==> src/design/pcfh_pkg.sv <==
// pcfh_pkg: shared types, constants and class filter for the post code history
// no dependencies
`timescale 1ns / 1ps
package pcfh_pkg;

  localparam int unsigned Depth = 16;
  localparam int unsigned PtrW = $clog2(Depth);
  localparam int unsigned CntW = $clog2(Depth + 1);
  localparam int unsigned LimW = 5;
  localparam int unsigned MaxOut = 16;

  localparam logic OpCapture = 1'b0;
  localparam logic OpRead = 1'b1;

  typedef struct packed {
    logic        capture;
    logic        read_start;
    logic        read_step;
  } pcfh_cmd_t;

  typedef struct packed {
    logic        pass;
    logic        read_empty;
    logic        read_final;
  } pcfh_status_t;

  function automatic logic in_set_a(input logic [15:0] v);
    logic hit;
    hit = 1'b0;
    unique case (v)
      16'h0ACE, 16'h0ACF, 16'hBAAB, 16'hBAAC, 16'hBAAD, 16'hE0B5, 16'hE0B6, 16'hE0BC,
      16'hE0BD, 16'hB1C0, 16'hB2C0, 16'hB3C0, 16'hB4C0, 16'hB5C0, 16'hB6C0, 16'hF1C0,
      16'hF2C0, 16'hF3C0, 16'hF4C0, 16'hF5C0, 16'hF6C0, 16'hF9C0, 16'hFAC0,
      16'hE0C5, 16'hE0C6, 16'hE0F9, 16'hE106, 16'hE10B, 16'hEBC0,
      16'hE2E7, 16'hE2E8, 16'hE316, 16'hE320, 16'hE321, 16'hE322,
      16'hE33C, 16'hE33F, 16'hE343, 16'hE345, 16'hE346, 16'hE347, 16'hE360: hit = 1'b1;
      default: begin
        if (v >= 16'hE2A0 && v <= 16'hE2FF)
          hit = (v != 16'hE2A2) && (v != 16'hE2AF) && (v != 16'hE2C0) &&
                (v != 16'hE2E6) && (v != 16'hE2E9) && (v != 16'hE2EA);
        else if (v >= 16'hE300 && v <= 16'hE314) hit = 1'b1;
        else if (v >= 16'hE327 && v <= 16'hE335) hit = 1'b1;
      end
    endcase
    return hit;
  endfunction

  function automatic logic in_set_b(input logic [15:0] v);
    logic hit;
    hit = 1'b0;
    unique case (v)
      16'h0C01, 16'h0C02, 16'h0C03, 16'hA1F9, 16'hA537, 16'hA53B, 16'hA53C,
      16'hA53D, 16'hA53E, 16'hA53F, 16'hA56A, 16'hA56E, 16'hA56F, 16'hA59F: hit = 1'b1;
      default: hit = 1'b0;
    endcase
    return hit;
  endfunction

  function automatic logic code_passes(input logic [31:0] c, input logic en);
    logic ok;
    ok = 1'b0;
    if (!en) ok = 1'b1;
    else begin
      unique case (c[31:24])
        8'hEE: ok = (c[31:16] == 16'hEE00) && (c[15:0] <= 16'h009F);
        8'h00: ok = (c != 32'h0) && (c != 32'h0000ABCD);
        8'hEA: ok = (c[31:16] == 16'hEA00) && in_set_a(c[15:0]);
        8'hB0: ok = in_set_b(c[15:0]);
        8'hDD: ok = (c[31:16] == 16'hDDEE);
        default: ok = 1'b0;
      endcase
    end
    return ok;
  endfunction

endpackage

==> src/design/pcfh_if.sv <==
// pcfh_in_if / pcfh_out_if: valid-ready channels for items and results
// no dependencies
`timescale 1ns / 1ps
interface pcfh_in_if;
  logic        valid;
  logic        ready;
  logic        opcode;
  logic [31:0] code;
  logic [4:0]  read_limit;
  modport source (output valid, opcode, code, read_limit, input ready);
  modport sink (input valid, opcode, code, read_limit, output ready);
endinterface

interface pcfh_out_if;
  logic        valid;
  logic        ready;
  logic        accepted;
  logic [31:0] entry_value;
  logic        entry_valid;
  logic [4:0]  stored_count;
  logic        last;
  modport source (output valid, accepted, entry_value, entry_valid, stored_count, last,
                  input ready);
  modport sink (input valid, accepted, entry_value, entry_valid, stored_count, last,
                output ready);
endinterface

==> src/design/pcfh_datapath.sv <==
// pcfh_datapath: filter, history ring, pointers, read counter
// depends on pcfh_pkg
`timescale 1ns / 1ps
module pcfh_datapath (
  input  logic                 clk_i,
  input  logic                 rst_ni,
  input  logic                 filter_enable_i,
  input  logic [31:0]          code_i,
  input  logic [4:0]           read_limit_i,
  input  pcfh_pkg::pcfh_cmd_t  cmd_i,
  output pcfh_pkg::pcfh_status_t status_o,
  output logic [31:0]          rd_data_o,
  output logic [4:0]           count_o
);
  import pcfh_pkg::*;

  logic [31:0]     mem [Depth];
  logic [PtrW-1:0] wp_q, rp_q;
  logic [CntW-1:0] cnt_q, left_q;
  logic [CntW-1:0] n_lim;
  logic            pass;

  assign pass = code_passes(code_i, filter_enable_i);

  always_comb begin
    n_lim = (CntW'(read_limit_i) > cnt_q) ? cnt_q : CntW'(read_limit_i);
    if (n_lim > CntW'(MaxOut)) n_lim = CntW'(MaxOut);
  end

  always_ff @(posedge clk_i or negedge rst_ni) begin
    if (!rst_ni) begin
      wp_q <= '0;
      cnt_q <= '0;
      rp_q <= '0;
      left_q <= '0;
    end else begin
      if (cmd_i.capture && pass) begin
        wp_q <= (wp_q == PtrW'(Depth - 1)) ? '0 : wp_q + 1'b1;
        if (cnt_q != CntW'(Depth)) cnt_q <= cnt_q + 1'b1;
      end
      if (cmd_i.read_start) begin
        rp_q <= (wp_q == '0) ? PtrW'(Depth - 1) : wp_q - 1'b1;
        left_q <= n_lim;
      end else if (cmd_i.read_step) begin
        rp_q <= (rp_q == '0) ? PtrW'(Depth - 1) : rp_q - 1'b1;
        left_q <= left_q - 1'b1;
      end
    end
  end

  always_ff @(posedge clk_i) begin
    if (cmd_i.capture && pass) mem[wp_q] <= code_i;
    if (cmd_i.read_start || cmd_i.read_step)
      rd_data_o <= mem[cmd_i.read_start ? ((wp_q == '0) ? PtrW'(Depth - 1) : wp_q - 1'b1)
                                         : ((rp_q == '0) ? PtrW'(Depth - 1) : rp_q - 1'b1)];
  end

  assign status_o.pass = pass;
  assign status_o.read_empty = (n_lim == '0);
  assign status_o.read_final = (left_q == CntW'(1));
  assign count_o = 5'(cnt_q);
endmodule

==> src/design/pcfh_ctrl.sv <==
// pcfh_ctrl: sequencer for capture and read, owns the output handshake
// depends on pcfh_pkg
`timescale 1ns / 1ps
module pcfh_ctrl (
  input  logic                  clk_i,
  input  logic                  rst_ni,
  input  logic                  in_valid_i,
  input  logic                  in_opcode_i,
  output logic                  in_ready_o,
  output logic                  out_valid_o,
  input  logic                  out_ready_i,
  output logic                  out_accepted_o,
  output logic                  out_entry_valid_o,
  output logic                  out_last_o,
  output pcfh_pkg::pcfh_cmd_t   cmd_o,
  input  pcfh_pkg::pcfh_status_t status_i
);
  import pcfh_pkg::*;

  typedef enum logic [2:0] {
    StIdle = 3'b001,
    StOne  = 3'b010,
    StRead = 3'b100
  } state_e;

  state_e state_q, state_d;
  logic   acc_q, acc_d, ev_q, ev_d;
  logic   take, pop;

  assign in_ready_o = (state_q == StIdle) || (state_q == StOne && out_ready_i);
  assign take = in_valid_i && in_ready_o;
  assign pop = out_valid_o && out_ready_i;
  assign out_valid_o = (state_q != StIdle);
  assign out_accepted_o = acc_q;
  assign out_entry_valid_o = ev_q;
  assign out_last_o = (state_q == StOne) || status_i.read_final;

  always_comb begin
    cmd_o = '0;
    state_d = state_q;
    acc_d = acc_q;
    ev_d = ev_q;
    if (state_q == StRead && pop) begin
      if (status_i.read_final) state_d = StIdle;
      else cmd_o.read_step = 1'b1;
    end else if (state_q == StOne && pop) begin
      state_d = StIdle;
    end
    if (take) begin
      if (in_opcode_i == OpCapture) begin
        cmd_o.capture = 1'b1;
        acc_d = status_i.pass;
        ev_d = 1'b0;
        state_d = StOne;
      end else if (status_i.read_empty) begin
        acc_d = 1'b0;
        ev_d = 1'b0;
        state_d = StOne;
      end else begin
        cmd_o.read_start = 1'b1;
        acc_d = 1'b0;
        ev_d = 1'b1;
        state_d = StRead;
      end
    end
  end

  always_ff @(posedge clk_i or negedge rst_ni) begin
    if (!rst_ni) begin
      state_q <= StIdle;
      acc_q <= 1'b0;
      ev_q <= 1'b0;
    end else begin
      state_q <= state_d;
      acc_q <= acc_d;
      ev_q <= ev_d;
    end
  end
endmodule

==> src/design/post_code_filter_history_core.sv <==
// post_code_filter_history_core: top level joining controller and datapath
// depends on pcfh_pkg, pcfh_if, pcfh_ctrl, pcfh_datapath
`timescale 1ns / 1ps
// A capture item gives one result; the next item may enter in the cycle its
// result is taken. A read of n entries gives n results, one per cycle while
// the receiver is ready, from the registered read port of the 16-entry history
// ring; the next item enters in the cycle after the last result is taken.
// stored_count shows the count after the item. filter_enable resets to 1.
module post_code_filter_history_core (
  input  logic clk_i,
  input  logic rst_ni,
  input  logic cfg_we_i,
  input  logic cfg_wdata_i,
  pcfh_in_if.sink   in_if,
  pcfh_out_if.source out_if
);
  import pcfh_pkg::*;

  logic         fen_q;
  pcfh_cmd_t    cmd;
  pcfh_status_t status;
  logic [31:0]  rd_data;
  logic [4:0]   count;
  logic         ev;

  always_ff @(posedge clk_i or negedge rst_ni) begin
    if (!rst_ni) fen_q <= 1'b1;
    else if (cfg_we_i) fen_q <= cfg_wdata_i;
  end

  pcfh_ctrl u_ctrl (
    .clk_i, .rst_ni,
    .in_valid_i(in_if.valid), .in_opcode_i(in_if.opcode), .in_ready_o(in_if.ready),
    .out_valid_o(out_if.valid), .out_ready_i(out_if.ready),
    .out_accepted_o(out_if.accepted), .out_entry_valid_o(ev), .out_last_o(out_if.last),
    .cmd_o(cmd), .status_i(status)
  );

  pcfh_datapath u_dp (
    .clk_i, .rst_ni, .filter_enable_i(fen_q),
    .code_i(in_if.code), .read_limit_i(in_if.read_limit),
    .cmd_i(cmd), .status_o(status), .rd_data_o(rd_data), .count_o(count)
  );

  assign out_if.entry_valid = ev;
  assign out_if.entry_value = ev ? rd_data : 32'h0;
  assign out_if.stored_count = count;
endmodule

==> src/flat_wrapper.sv <==
// flat-port wrapper written by rule: the top's interface ports become plain ports
module post_code_filter_history_core_flat import pcfh_pkg::*;
  (clk_i, rst_ni, cfg_we_i, cfg_wdata_i, in_if_valid, in_if_opcode, in_if_code, in_if_read_limit, in_if_ready, out_if_valid, out_if_accepted, out_if_entry_value, out_if_entry_valid, out_if_stored_count, out_if_last, out_if_ready);
  pcfh_in_if in_if_i ();
  pcfh_out_if out_if_i ();
  input  logic clk_i;
  input  logic rst_ni;
  input  logic cfg_we_i;
  input  logic cfg_wdata_i;
  input wire logic [$bits(in_if_i.valid)-1:0] in_if_valid;
  input wire logic [$bits(in_if_i.opcode)-1:0] in_if_opcode;
  input wire logic [$bits(in_if_i.code)-1:0] in_if_code;
  input wire logic [$bits(in_if_i.read_limit)-1:0] in_if_read_limit;
  output wire logic [$bits(in_if_i.ready)-1:0] in_if_ready;
  output wire logic [$bits(out_if_i.valid)-1:0] out_if_valid;
  output wire logic [$bits(out_if_i.accepted)-1:0] out_if_accepted;
  output wire logic [$bits(out_if_i.entry_value)-1:0] out_if_entry_value;
  output wire logic [$bits(out_if_i.entry_valid)-1:0] out_if_entry_valid;
  output wire logic [$bits(out_if_i.stored_count)-1:0] out_if_stored_count;
  output wire logic [$bits(out_if_i.last)-1:0] out_if_last;
  input wire logic [$bits(out_if_i.ready)-1:0] out_if_ready;
  assign in_if_i.valid = in_if_valid;
  assign in_if_i.opcode = in_if_opcode;
  assign in_if_i.code = in_if_code;
  assign in_if_i.read_limit = in_if_read_limit;
  assign in_if_ready = in_if_i.ready;
  assign out_if_valid = out_if_i.valid;
  assign out_if_accepted = out_if_i.accepted;
  assign out_if_entry_value = out_if_i.entry_value;
  assign out_if_entry_valid = out_if_i.entry_valid;
  assign out_if_stored_count = out_if_i.stored_count;
  assign out_if_last = out_if_i.last;
  assign out_if_i.ready = out_if_ready;
  post_code_filter_history_core u_core (.clk_i(clk_i), .rst_ni(rst_ni), .cfg_we_i(cfg_we_i), .cfg_wdata_i(cfg_wdata_i), .in_if(in_if_i), .out_if(out_if_i));
endmodule
==> config.mk <==
export PLATFORM = sky130hd
export DESIGN_NAME = post_code_filter_history_core_flat
export DESIGN_NICKNAME = d
export VERILOG_FILES = /design/src/design/pcfh_pkg.sv /design/src/design/pcfh_if.sv /design/src/design/pcfh_datapath.sv /design/src/design/pcfh_ctrl.sv /design/src/design/post_code_filter_history_core.sv /design/src/flat_wrapper.sv
export SDC_FILE = /design/constraint.sdc
export NUM_CORES = 1
export LEC_CHECK = 0
export ABC_AREA = 1
export BUFFER_PORTS_ARGS = -buffer_cell sky130_fd_sc_hd__buf_4
export CORE_ASPECT_RATIO = 0.8
export CORE_UTILIZATION = 58
export CTS_BUF_LIST = sky130_fd_sc_hd__clkbuf_8
export DETAILED_ROUTE_END_ITERATION = 12
export HOLD_SLACK_MARGIN = 0.12
export PLACE_DENSITY = 0.89
export SLEW_MARGIN = 25
export SYNTH_ARGS = -nofsm -noshare
export SYNTH_HDL_FRONTEND = slang
export SYNTH_SLANG_ARGS = --single-unit
==> constraint.sdc <==
create_clock -name clk_i -period 3.7 [get_ports clk_i]
set_input_delay 0.555 -clock clk_i [delete_from_list [all_inputs] [get_ports clk_i]]
set_output_delay 0.555 -clock clk_i [all_outputs]
set_load 0.02 [all_outputs]
Word level (Yosys, flattened, before mapping) --
Memories as Yosys holds them, arrays and structs flattened. A register that Yosys moved wholly into a read port is not among the register bits. Index checks and enable logic that the tools add are counted. Widths: inputs -> output; s select.
Storage, ports and cells: flip-flop bits (word level) 24, RAM bits 512, output and inout port bits 42, logic and storage cells 167, memories kept 1
Operators by class: $add $sub $neg 5, order comparisons 9, equality and inequality tests 78, muxes and demuxes 35, reductions and logical operators 31
Memories:
- u_core.u_dp.mem | depth 16, bits a word 32, read ports 1, clocked after Yosys merged registers in 1, wr ports 1, line pcfh_datapath.sv:17 | logic [31:0] mem [Depth];
Operators with widths (count):
- $eq 16x16->1 const B | 54
- $ne 16x16->1 const B | 6
- $eq 16x12->1 const B | 5
- $ge 16x16->1 const B | 3
- $le 16x16->1 const B | 3
- $reduce_or 42->1 | 1
- $eq 8x8->1 const B | 4
- $mux 32 | 1
- $ne 32x16->1 const B | 1
- $reduce_bool 32->1 | 1
- $mux 4 | 6
- $mux 5 | 4
- $mux 3 | 6
- $logic_and 1x1->1 | 17
- $le 16x8->1 const B | 1
- $mux 1 | 16
- $reduce_or 14->1 | 1
- $logic_not 4->1 | 2
- $logic_not 8->1 | 1
- $sub 4x1->4 const B | 2
- $add 5x1->5 const B | 1
- $eq 5x1->1 const B | 1
- $gt 5x5->1 | 1
- $gt 5x5->1 const B | 1
- 16 further kinds | 19

Logic depth before layout (Yosys ltp) --
Gate-level depths: netlist of the first run.
depth in word-level cells 16, mapped depth 22, depth with buffers taken out 20

By module --
From an unflattened synthesis of the first run, not the netlist that was laid out.
Unflattened totals: cell total of the unflattened synthesis 2035, area, all modules 24083.1 um^2
By module, submodules not included:
- pcfh_datapath | instances 1, cells each 1919, area an instance 23450.0 um^2, sequential area each 16786.1 um^2
- pcfh_ctrl | instances 1, cells each 44, area an instance 317.8 um^2, sequential area each 126.4 um^2
- post_code_filter_history_core | instances 1, cells each 72, area an instance 315.3 um^2, sequential area each 26.3 um^2

Least setup slack after synthesis of the first run --
OpenSTA, ideal clock, no wires.
path kind input-to-reg, from input in_if_code[9], to memory u_core.u_dp.mem[0][0], enable pin, arrival 4197 ps, data required time 3239 ps, slack -958 ps, cell stages on the path 15, buffers on the path 2, cells stage by stage clkbuf_1 inv_1 nand2_1 nor2_1 inv_1 nor2_1 inv_1 nor4_1 nor2_1 nand2_1 nor2_1 nand3_2 nand2_1 buf_2 nor3_1
Between the ends: cells in the longest elaborated chain, start to end 16, elaborated cells between the ends (all ways) 96, those cells by class 7 x order compare; 63 x eq/ne; 11 x mux; 15 x reduce/logical
Ends and longest elaborated chain:
- from (decl) | line flat_wrapper.sv:12 | input wire logic [$bits(in_if_i.code)-1:0] in_if_code;
- branches (longest 11 deep; another with $ge 16x16->1)
- $pmux 1 s5 * | line pcfh_pkg.sv:64 | unique case (c[31:24])
- $mux 1 * | line pcfh_pkg.sv:62 | if (!en) ok = 1'b1;
- $logic_and 1x1->1 * | line pcfh_datapath.sv:52 | if (cmd_i.capture && pass) mem[wp_q] <= code_i;
- $mux 1 * | line pcfh_datapath.sv:52
- $mux 1 (implied by the code) * | line pcfh_datapath.sv:52
- to (decl) | line pcfh_datapath.sv:17
Every way passes the cells marked *. The select of a mux whose other input is x is not followed.

Worst setup path in the final report of the first run --
from register u_core.u_dp.cnt_q[4] (netlist: u_core.u_dp.count_o[4]), to register u_core.u_dp.rd_data_o[19] (read register of u_core.u_dp.mem), data pin
Between the ends: cells in the longest elaborated chain, start to end 9, elaborated cells between the ends (all ways) 10, those cells by class 2 x order compare; 6 x mux; 2 x reduce/logical
Ends and longest elaborated chain:
- from (decl) | line pcfh_datapath.sv:19 | logic [CntW-1:0] cnt_q, left_q;
- from (signal assigned) | line pcfh_datapath.sv:39 | if (cnt_q != CntW'(Depth)) cnt_q <= cnt_q + 1'b1;
- $gt 5x5->1 | line pcfh_datapath.sv:26 | n_lim = (CntW'(read_limit_i) > cnt_q) ? cnt_q : CntW'(read_limit_i);
- $mux 5 * | line pcfh_datapath.sv:26
- $gt 5x5->1 | line pcfh_datapath.sv:27 | if (n_lim > CntW'(MaxOut)) n_lim = CntW'(MaxOut);
- $mux 5 * | line pcfh_datapath.sv:27
- $logic_not 5->1 * | line pcfh_datapath.sv:59 | assign status_o.read_empty = (n_lim == '0);
- $mux 1 * | line pcfh_ctrl.sv:55 | end else if (status_i.read_empty) begin
- $mux 1 * | line pcfh_ctrl.sv:50 | if (in_opcode_i == OpCapture) begin
- $mux 2 * | line pcfh_ctrl.sv:49 | if (take) begin
- $mux 4 / $logic_or 1x1->1 (equally long branches) | line pcfh_datapath.sv:54, pcfh_datapath.sv:53
- to (decl) | line pcfh_datapath.sv:12 | output logic [31:0] rd_data_o,
Every way passes the cells marked *; elsewhere a longest branch is shown, timed or not. A chain may end at the register's enable or synchronous reset.

==> flow_summary.json, run 1 <==
{
  "dieHeight_um": 191,
  "fin_setup_tns_ns": 0,
  "power_mw": 22.9,
  "drt_pass1_iterations": 7,
  "final_cell_mix": "694 x nand2_1, 614 x nand3_1, 544 x edfxtp_1, 405 x inv_1, 130 x buf_4",
  "synth_cells": 2584,
  "grt_first_pass_wirelength_mm": 105,
  "clockBufferDepth": 3,
  "nNetsFinal": 2754,
  "drive_above_1_share_pct": 11.0,
  "crit_arrival_ns": 3.94,
  "synth_area_um2": 26000,
  "hp-class": "input pin to register",
  "fmax_mhz": 282,
  "h-tree-depth": 3,
  "finClkSkew_ns": 0.0369,
  "slowest_stage": "buf_12",
  "place.gp.congestion": 0.904,
  "clk_pin_slew_ns": 0.06,
  "synth_simple_gate_area_share_pct": 23.9,
  "grt_pass1_vias": 19583,
  "wl_per_cell_um": 20.6,
  "crit_type": "register to register",
  "antenna_left": 0,
  "grt_max_degree": 136,
  "num_rows": 68,
  "clock_latency_ns": 0.67,
  "yosysWarningCount": 0,
  "synth_area_per_cell_um2": 10.0,
  "antenna_found_initial": 0,
  "p_leak_nw": 12.6,
  "ys_ff_latch": 568,
  "root_buffer": "clkbuf_8",
  "initial_utilization_pct": 59.5,
  "drc": 0,
  "ys_seq_area_share_pct": 65.3,
  "viasPerCell": 5.94,
  "diodes": 0,
  "period_share_pct": 95.9,
  "status": "complete, no violations",
  "cp-start-kind": "register",
  "synth_mux_area_share_pct": 0.0434,
  "placeableCoreArea_um2": 43600,
  "postSynthNetCount": 2644,
  "max_slew_margin_pct": 36.1,
  "synthAdderAreaFrac_pct": 0.771,
  "cap_violations": 0,
  "die_w_um": 239,
  "setup_viol": 0,
  "clock_sinks": 568,
  "crit_chain": "inv_1 > ha_1 > nand2_1 > nor2_1 > nand2_1 > nand3_2 > nand2_2 > nand2_1 > nand2_1 > nand3_1 > o21bai_4 > buf_12 > nand2_8 > buf_12 > nand3_1 > nand3_1 > nand3_1 > nand3_1 > nand2_1",
  "hold_viol": 0,
  "crit_fanout": 135,
  "endpoint_kind": "register",
  "synthXorXnorAreaFrac_pct": 0.270,
  "drt_iter0_drc": 2793,
  "period_needed_ns": 3.55,
  "numCtsBuffers": 86,
  "synth_top_family_by_area": "simple AND/OR/NAND/NOR gates",
  "boundaryPins": 86,
  "worstMarginPinSlew_ns": 0.959,
  "area_growth_pct": 12.5,
  "place.detailed.hpwl_mm": 38.7,
  "vias": 19923,
  "mostFrequentLayoutCell": "nand2_1",
  "power_density_nw_per_um2": 785,
  "grt_use_total_pct": 30.1,
  "finalMaxSlewViolations": 0,
  "synth-compound-area-share_pct": 1.31,
  "routed_wl_mm": 69.0,
  "max-vdd-ir-drop_mv": 1.28,
  "die-area_um2": 45600,
  "yosysUniqueCellTypes": 38,
  "portBuffers": 85,
  "grt_remaining_overflow": 0,
  "cts_tree": "yes",
  "slowest_delay_ns": 0.45,
  "cp.required_ns": 4.09
}
## state kept, by name, indices dropped and copies added (netlist names)
name	flops
u_core.u_dp.mem	512
u_core.u_dp.rd_data_o	32
u_core.u_dp.count_o	5
u_core.u_dp.left_q	5
u_core.u_dp.rp_q	4
u_core.u_dp.wp_q	4
u_core.u_ctrl.state_q	3
u_core.fen_q	1
u_core.u_ctrl.out_accepted_o	1
u_core.u_ctrl.out_entry_valid_o	1
## routing by layer
metal | global-route usage [%] | vias to the layer above | wire (um)
li1 | - | 8866 | -
met1 | 38.5 | 9317 | 25200
met2 | 48.7 | 1484 | 32700
met3 | 6.84 | 256 | 8300
met4 | 14.8 | 0 | 2800
met5 | 0 | - | 0
## path summary, 6_finish.rpt
check                                             startpoint                           end  slack [ns]  cells after the start
worst max-delay path                  u_core.u_dp.count_o[4]     u_core.u_dp.rd_data_o[19]        0.15                     19
worst min-delay path                                cfg_we_i                  u_core.fen_q        0.16                      2
worst max register to register        u_core.u_dp.count_o[4]     u_core.u_dp.rd_data_o[19]        0.15                     19
worst min register to register  u_core.u_ctrl.out_accepted_o  u_core.u_ctrl.out_accepted_o        0.50                      2
max in group asynchronous                             rst_ni      u_core.u_ctrl.state_q[0]        3.06                      2
min in group asynchronous                             rst_ni           u_core.u_dp.wp_q[2]        0.35                      2
## cell type report
cell class,count,area [um^2]
Sequential cell,568,16900
Fill cell,3025,14400
Multi-Input combinational cell,1500,6990
Timing Repair Buffer,163,1630
Inverter,375,1410
Clock buffer,88,1210
Tap cell,595,744
Clock inverter,66,282
## through the flow
| step | setup WS, ns | std cells | instance area, um^2 | utilization (%) | hold slack, ns |
|---|---|---|---|---|---|
| 2_1_floorplan | -0.958 | 2584 | 26000 | - | 0.259 |
| 3_3_place_gp | 0.0821 | 3190 | 27600 | 63.2 | 0.464 |
| 3_5_place_dp | -0.0231 | 3190 | 27600 | 63.2 | 0.467 |
| 4_1_cts | 0.0905 | 3346 | 29100 | 66.6 | 0.125 |
| 5_1_grt | -0.0407 | 3355 | 29200 | 66.9 | 0.137 |
| 6_report | 0.152 | 3355 | 29200 | 66.9 | 0.159 |
## logic make-up (layout without fill, tap and decap cells)
kind of cell / after synthesis / in the layout
adders and majority gates: 16 / 16
xor gates and xnor gates: 8 / 8
AOI/OAI and AO/OA: 55 / 55
and+or+nand+nor: 1419 / 1420
buffers and inverters: 517 / 692
muxes: 1 / 1
DFF: 568 / 568
## repair_timing
action / 4_1_cts / 5_1_grt
resized for setup: 0 / 4
hold buffers: 2 / 0
endpoints found under the setup margin: 0 / 32
setup buffers: 0 / 8
endpoints found under the hold margin: 25 / 0
## power breakdown
group | leakage, nW | total (mW) | switching, mW | internal (mW)
clock network | 0.886 | 4.60 | 2.38 | 2.21
logic | 6.50 | 10.5 | 7.13 | 3.34
registers | 5.19 | 7.87 | 0.266 | 7.60
## critical path, delay by kind of cell (launching register included)
kind / cells / cell delay (ns)
and+or+nand+nor: 14 / 1.60
AOI/OAI and AO/OA: 1 / 0.10
DFF: 1 / 0.42
buffers and inverters: 3 / 0.71
adders and majority gates: 1 / 0.31
## cells in the mapped netlist
library cell | n | share of area (%)
o211ai_1 | 1 | 0.029
o21ai_2 | 3 | 0.10
a21boi_0 | 2 | 0.058
buf_1 | 3 | 0.043
nor2_1 | 51 | 0.74
nor4_1 | 4 | 0.096
buf_6 | 5 | 0.22
nor3b_1 | 1 | 0.029
inv_1 | 374 | 5.4
clkbuf_1 | 19 | 0.27
nand2_2 | 3 | 0.072
buf_2 | 90 | 1.7
buf_4 | 25 | 0.72
o21bai_4 | 1 | 0.072
nand4_1 | 15 | 0.36
ha_1 | 16 | 0.77
a21oi_1 | 11 | 0.21
nor3_2 | 1 | 0.039
o22ai_1 | 2 | 0.048
nor3_1 | 28 | 0.54
o21ai_1 | 3 | 0.058
inv_2 | 1 | 0.014
dfrtp_1 | 22 | 2.1
nand3_2 | 2 | 0.077
nand2_1 | 697 | 10
dfstp_2 | 2 | 0.20
and3_1 | 1 | 0.024
xor2_1 | 5 | 0.17
edfxtp_1 | 544 | 63
nand3_1 | 615 | 12
o221ai_1 | 4 | 0.13
o311ai_0 | 2 | 0.067
a31oi_1 | 3 | 0.072
or2_2 | 1 | 0.024
mux2_2 | 1 | 0.043
o21ai_0 | 22 | 0.42
xnor2_1 | 3 | 0.10
o21a_1 | 1 | 0.029
Power figures use the tool's default switching activity.
==> run 2, diff against run 1 <==
Settings changed: BUFFER_PORTS_ARGS -buffer_cell sky130_fd_sc_hd__buf_4 to default, CORE_UTILIZATION 58 to 60, DONT_BUFFER_PORTS from default to 1, PLACE_DENSITY 0.89 to 0.9.
==> run 2 against run 1 <==
  * Via count about the same
  * Die area decreased by 3.3%
  * Critical path depth did not move
  * Core utilization is 1.5 points higher
  * Sequential share of layout area rose by 0.60 points
  * Worst setup slack improved by 0.083 ns
  * Largest cell class unchanged
  * Fmax rose by 2.4%
  * Clock skew shrank 0.0040 ns
==> flow_summary.json, run 2 (synthesis gave the netlist of run 1 again) <==
{
  "period_needed_ns": 3.47,
  "drc": 0,
  "setup_viol": 0,
  "grt_pass1_vias": 19437,
  "vias": 19917,
  "fmax_mhz": 289,
  "grt_first_pass_wirelength_mm": 107,
  "clock_sinks": 568,
  "root_buffer": "clkbuf_8",
  "top_regs": "u_core.u_dp.mem x512, u_core.u_dp.rd_data_o x32",
  "place.detailed.hpwl_mm": 38.1,
  "p_comb_share_pct": 45.2,
  "cp_top_family": "simple AND/OR/NAND/NOR gates",
  "fin_ws_ns": 0.234,
  "portBuffers": 0,
  "status": "complete, no violations",
  "initial_utilization_pct": 61.4,
  "endpoint_kind": "register",
  "clk_pin_slew_ns": 0.06,
  "power_frac_seq_pct": 33.8,
  "power_mw": 23.2,
  "viasPerCell": 6.13,
  "p_clk_share_pct": 21.0,
  "largest-register": "u_core.u_dp.mem",
  "dieHeight_um": 188,
  "clockBufferDepth": 3,
  "power_density_nw_per_um2": 802,
  "crit_fanout": 45,
  "placeableCoreArea_um2": 42300,
  "fin_setup_tns_ns": 0,
  "worstMarginPinSlew_ns": 0.875,
  "dp.cells": 3049,
  "crit_arrival_ns": 3.88,
  "critical_path_buf_inv_count": 3,
  "clock_latency_ns": 0.67,
  "antenna_left": 0,
  "drt_pass1_iterations": 6,
  "p_leak_nw": 12.3,
  "crit_chain": "inv_1 > ha_1 > nand2_1 > nor2_1 > nand2_1 > nand2_2 > nand2_1 > nand2_1 > nand3_1 > o21bai_4 > buf_12 > nand2_8 > nand2_8 > buf_12 > nand2_1 > nand3_1 > nand3_1 > nand3_1 > nand2_1",
  "drt_iter0_drc": 3180,
  "mostFrequentLayoutCell": "nand2_1",
  "numCtsBuffers": 87,
  "finClkSkew_ns": 0.0328,
  "max_slew_margin_pct": 40.9,
  "cell_internal_pwr_mw": 13.2,
  "die_w_um": 235,
  "grt_max_degree": 99,
  "routed_wl_mm": 71.1,
  "area_growth_pct": 11.4,
  "slowest_delay_ns": 0.44,
  "wl_per_cell_um": 21.9,
  "switchingPower_mw": 9.93,
  "period_share_pct": 93.7,
  "antenna_found_initial": 2,
  "drive_above_1_share_pct": 7.49,
  "place.gp.congestion": 0.922,
  "fin_cells": 3249,
  "boundaryPins": 86,
  "rsz0062_at_grt": "false",
  "pre_cts_slack_ns": 0.0678,
  "fill_cells": 2903,
  "crit_type": "register to register",
  "hp-class": "input pin to register",
  "max-vdd-ir-drop_mv": 0.869,
  "largest_reg_flops": 512,
  "grt_use_total_pct": 32.2,
  "grt_remaining_overflow": 0,
  "path_common_cell": "nand2_1",
  "hold_viol": 0,
  "finalMaxSlewViolations": 0,
  "cap_violations": 0,
  "die-area_um2": 44100,
  "num_rows": 67,
  "cp-start-kind": "register",
  "h-tree-depth": 3,
  "cts_tree": "yes",
  "sw_frac_of_total_pct": 42.8,
  "slowest_stage": "dfrtp_2",
  "nNetsFinal": 2687,
  "cp.required_ns": 4.11,
  "final_cell_mix": "694 x nand2_1, 614 x nand3_1, 544 x edfxtp_1, 407 x inv_1, 92 x clkbuf_8"
}
## run 2: timing repair
action,CTS,global route
gates resized for setup,0,3
hold endpoints to repair,537,0
hold buffers,36,0
setup buffers,0,5
endpoints found under the setup margin,0,31
## run 2: worst paths after layout
check / start / endpoint / slack [ns] / cells past startpoint
worst max-delay path: u_core.u_dp.count_o[3] / u_core.u_dp.rd_data_o[24] / 0.23 / 19
worst min-delay path: out_if_ready / u_core.u_ctrl.state_q[0] / 0.18 / 4
max in group asynchronous: rst_ni / u_core.fen_q / 3.14 / 2
worst max register to register: u_core.u_dp.count_o[3] / u_core.u_dp.rd_data_o[24] / 0.23 / 19
worst min register to register: u_core.u_ctrl.state_q[0] / u_core.u_ctrl.state_q[0] / 0.51 / 2
min in group asynchronous: rst_ni / u_core.u_ctrl.out_entry_valid_o / 0.33 / 2
## run 2: power groups by stage
stage	clock network, mW	logic, mW	registers (mW)
3_5_place_dp	0	9.86	7.96
4_1_cts	4.89	10.1	7.83
5_1_grt	5.16	11.3	7.86
2_1_floorplan	0	7.18	7.86
3_3_place_gp	0	9.40	7.96
6_report	4.87	10.5	7.84
## run 2: final cells by class
| class | count | area [um^2] | area share (%) |
|---|---|---|---|
| repair buffers | 96 | 1300 | 4.51 |
| inverters | 375 | 1410 | 4.87 |
| clock buffers | 92 | 1270 | 4.38 |
| well taps | 552 | 691 | 2.39 |
| multi-input cells | 1499 | 6980 | 24.1 |
| clock inverters | 66 | 320 | 1.11 |
| diodes | 1 | 2.50 | 0.00866 |
| flip-flops and latches | 568 | 16900 | 58.6 |
## run 2: metal layers
metal  up-vias  global-route usage, %  share of wire (%)
met5         -                      0              0.018
met4         2                   17.4                5.1
met3       313                   7.97                 14
met2      1696                   49.2                 46
met1      9161                   42.7                 36
li1       8745                      -                  -
## run 2: stage by stage
step           area (um^2)  hold WS, ns  util [%]
6_report             28900        0.181      68.4
5_1_grt              28900        0.215      68.4
4_1_cts              28800        0.152      68.3
3_5_place_dp         26900        0.260      63.6
3_3_place_gp         26900        0.260      63.6
2_1_floorplan        26000        0.259         -
## run 2: worst reg2reg max path: stages (launching register included)
cell and delay [ns]:
dfrtp_2 0.44, inv_1 0.14, ha_1 0.30, nand2_1 0.06, nor2_1 0.14, nand2_1 0.15, nand2_2 0.15, nand2_1 0.08
nand2_1 0.12, nand3_1 0.14, o21bai_4 0.18, buf_12 0.15, nand2_8 0.09, nand2_8 0.24, buf_12 0.28, nand2_1 0.12
nand3_1 0.10, nand3_1 0.13, nand3_1 0.15, nand2_1 0.07
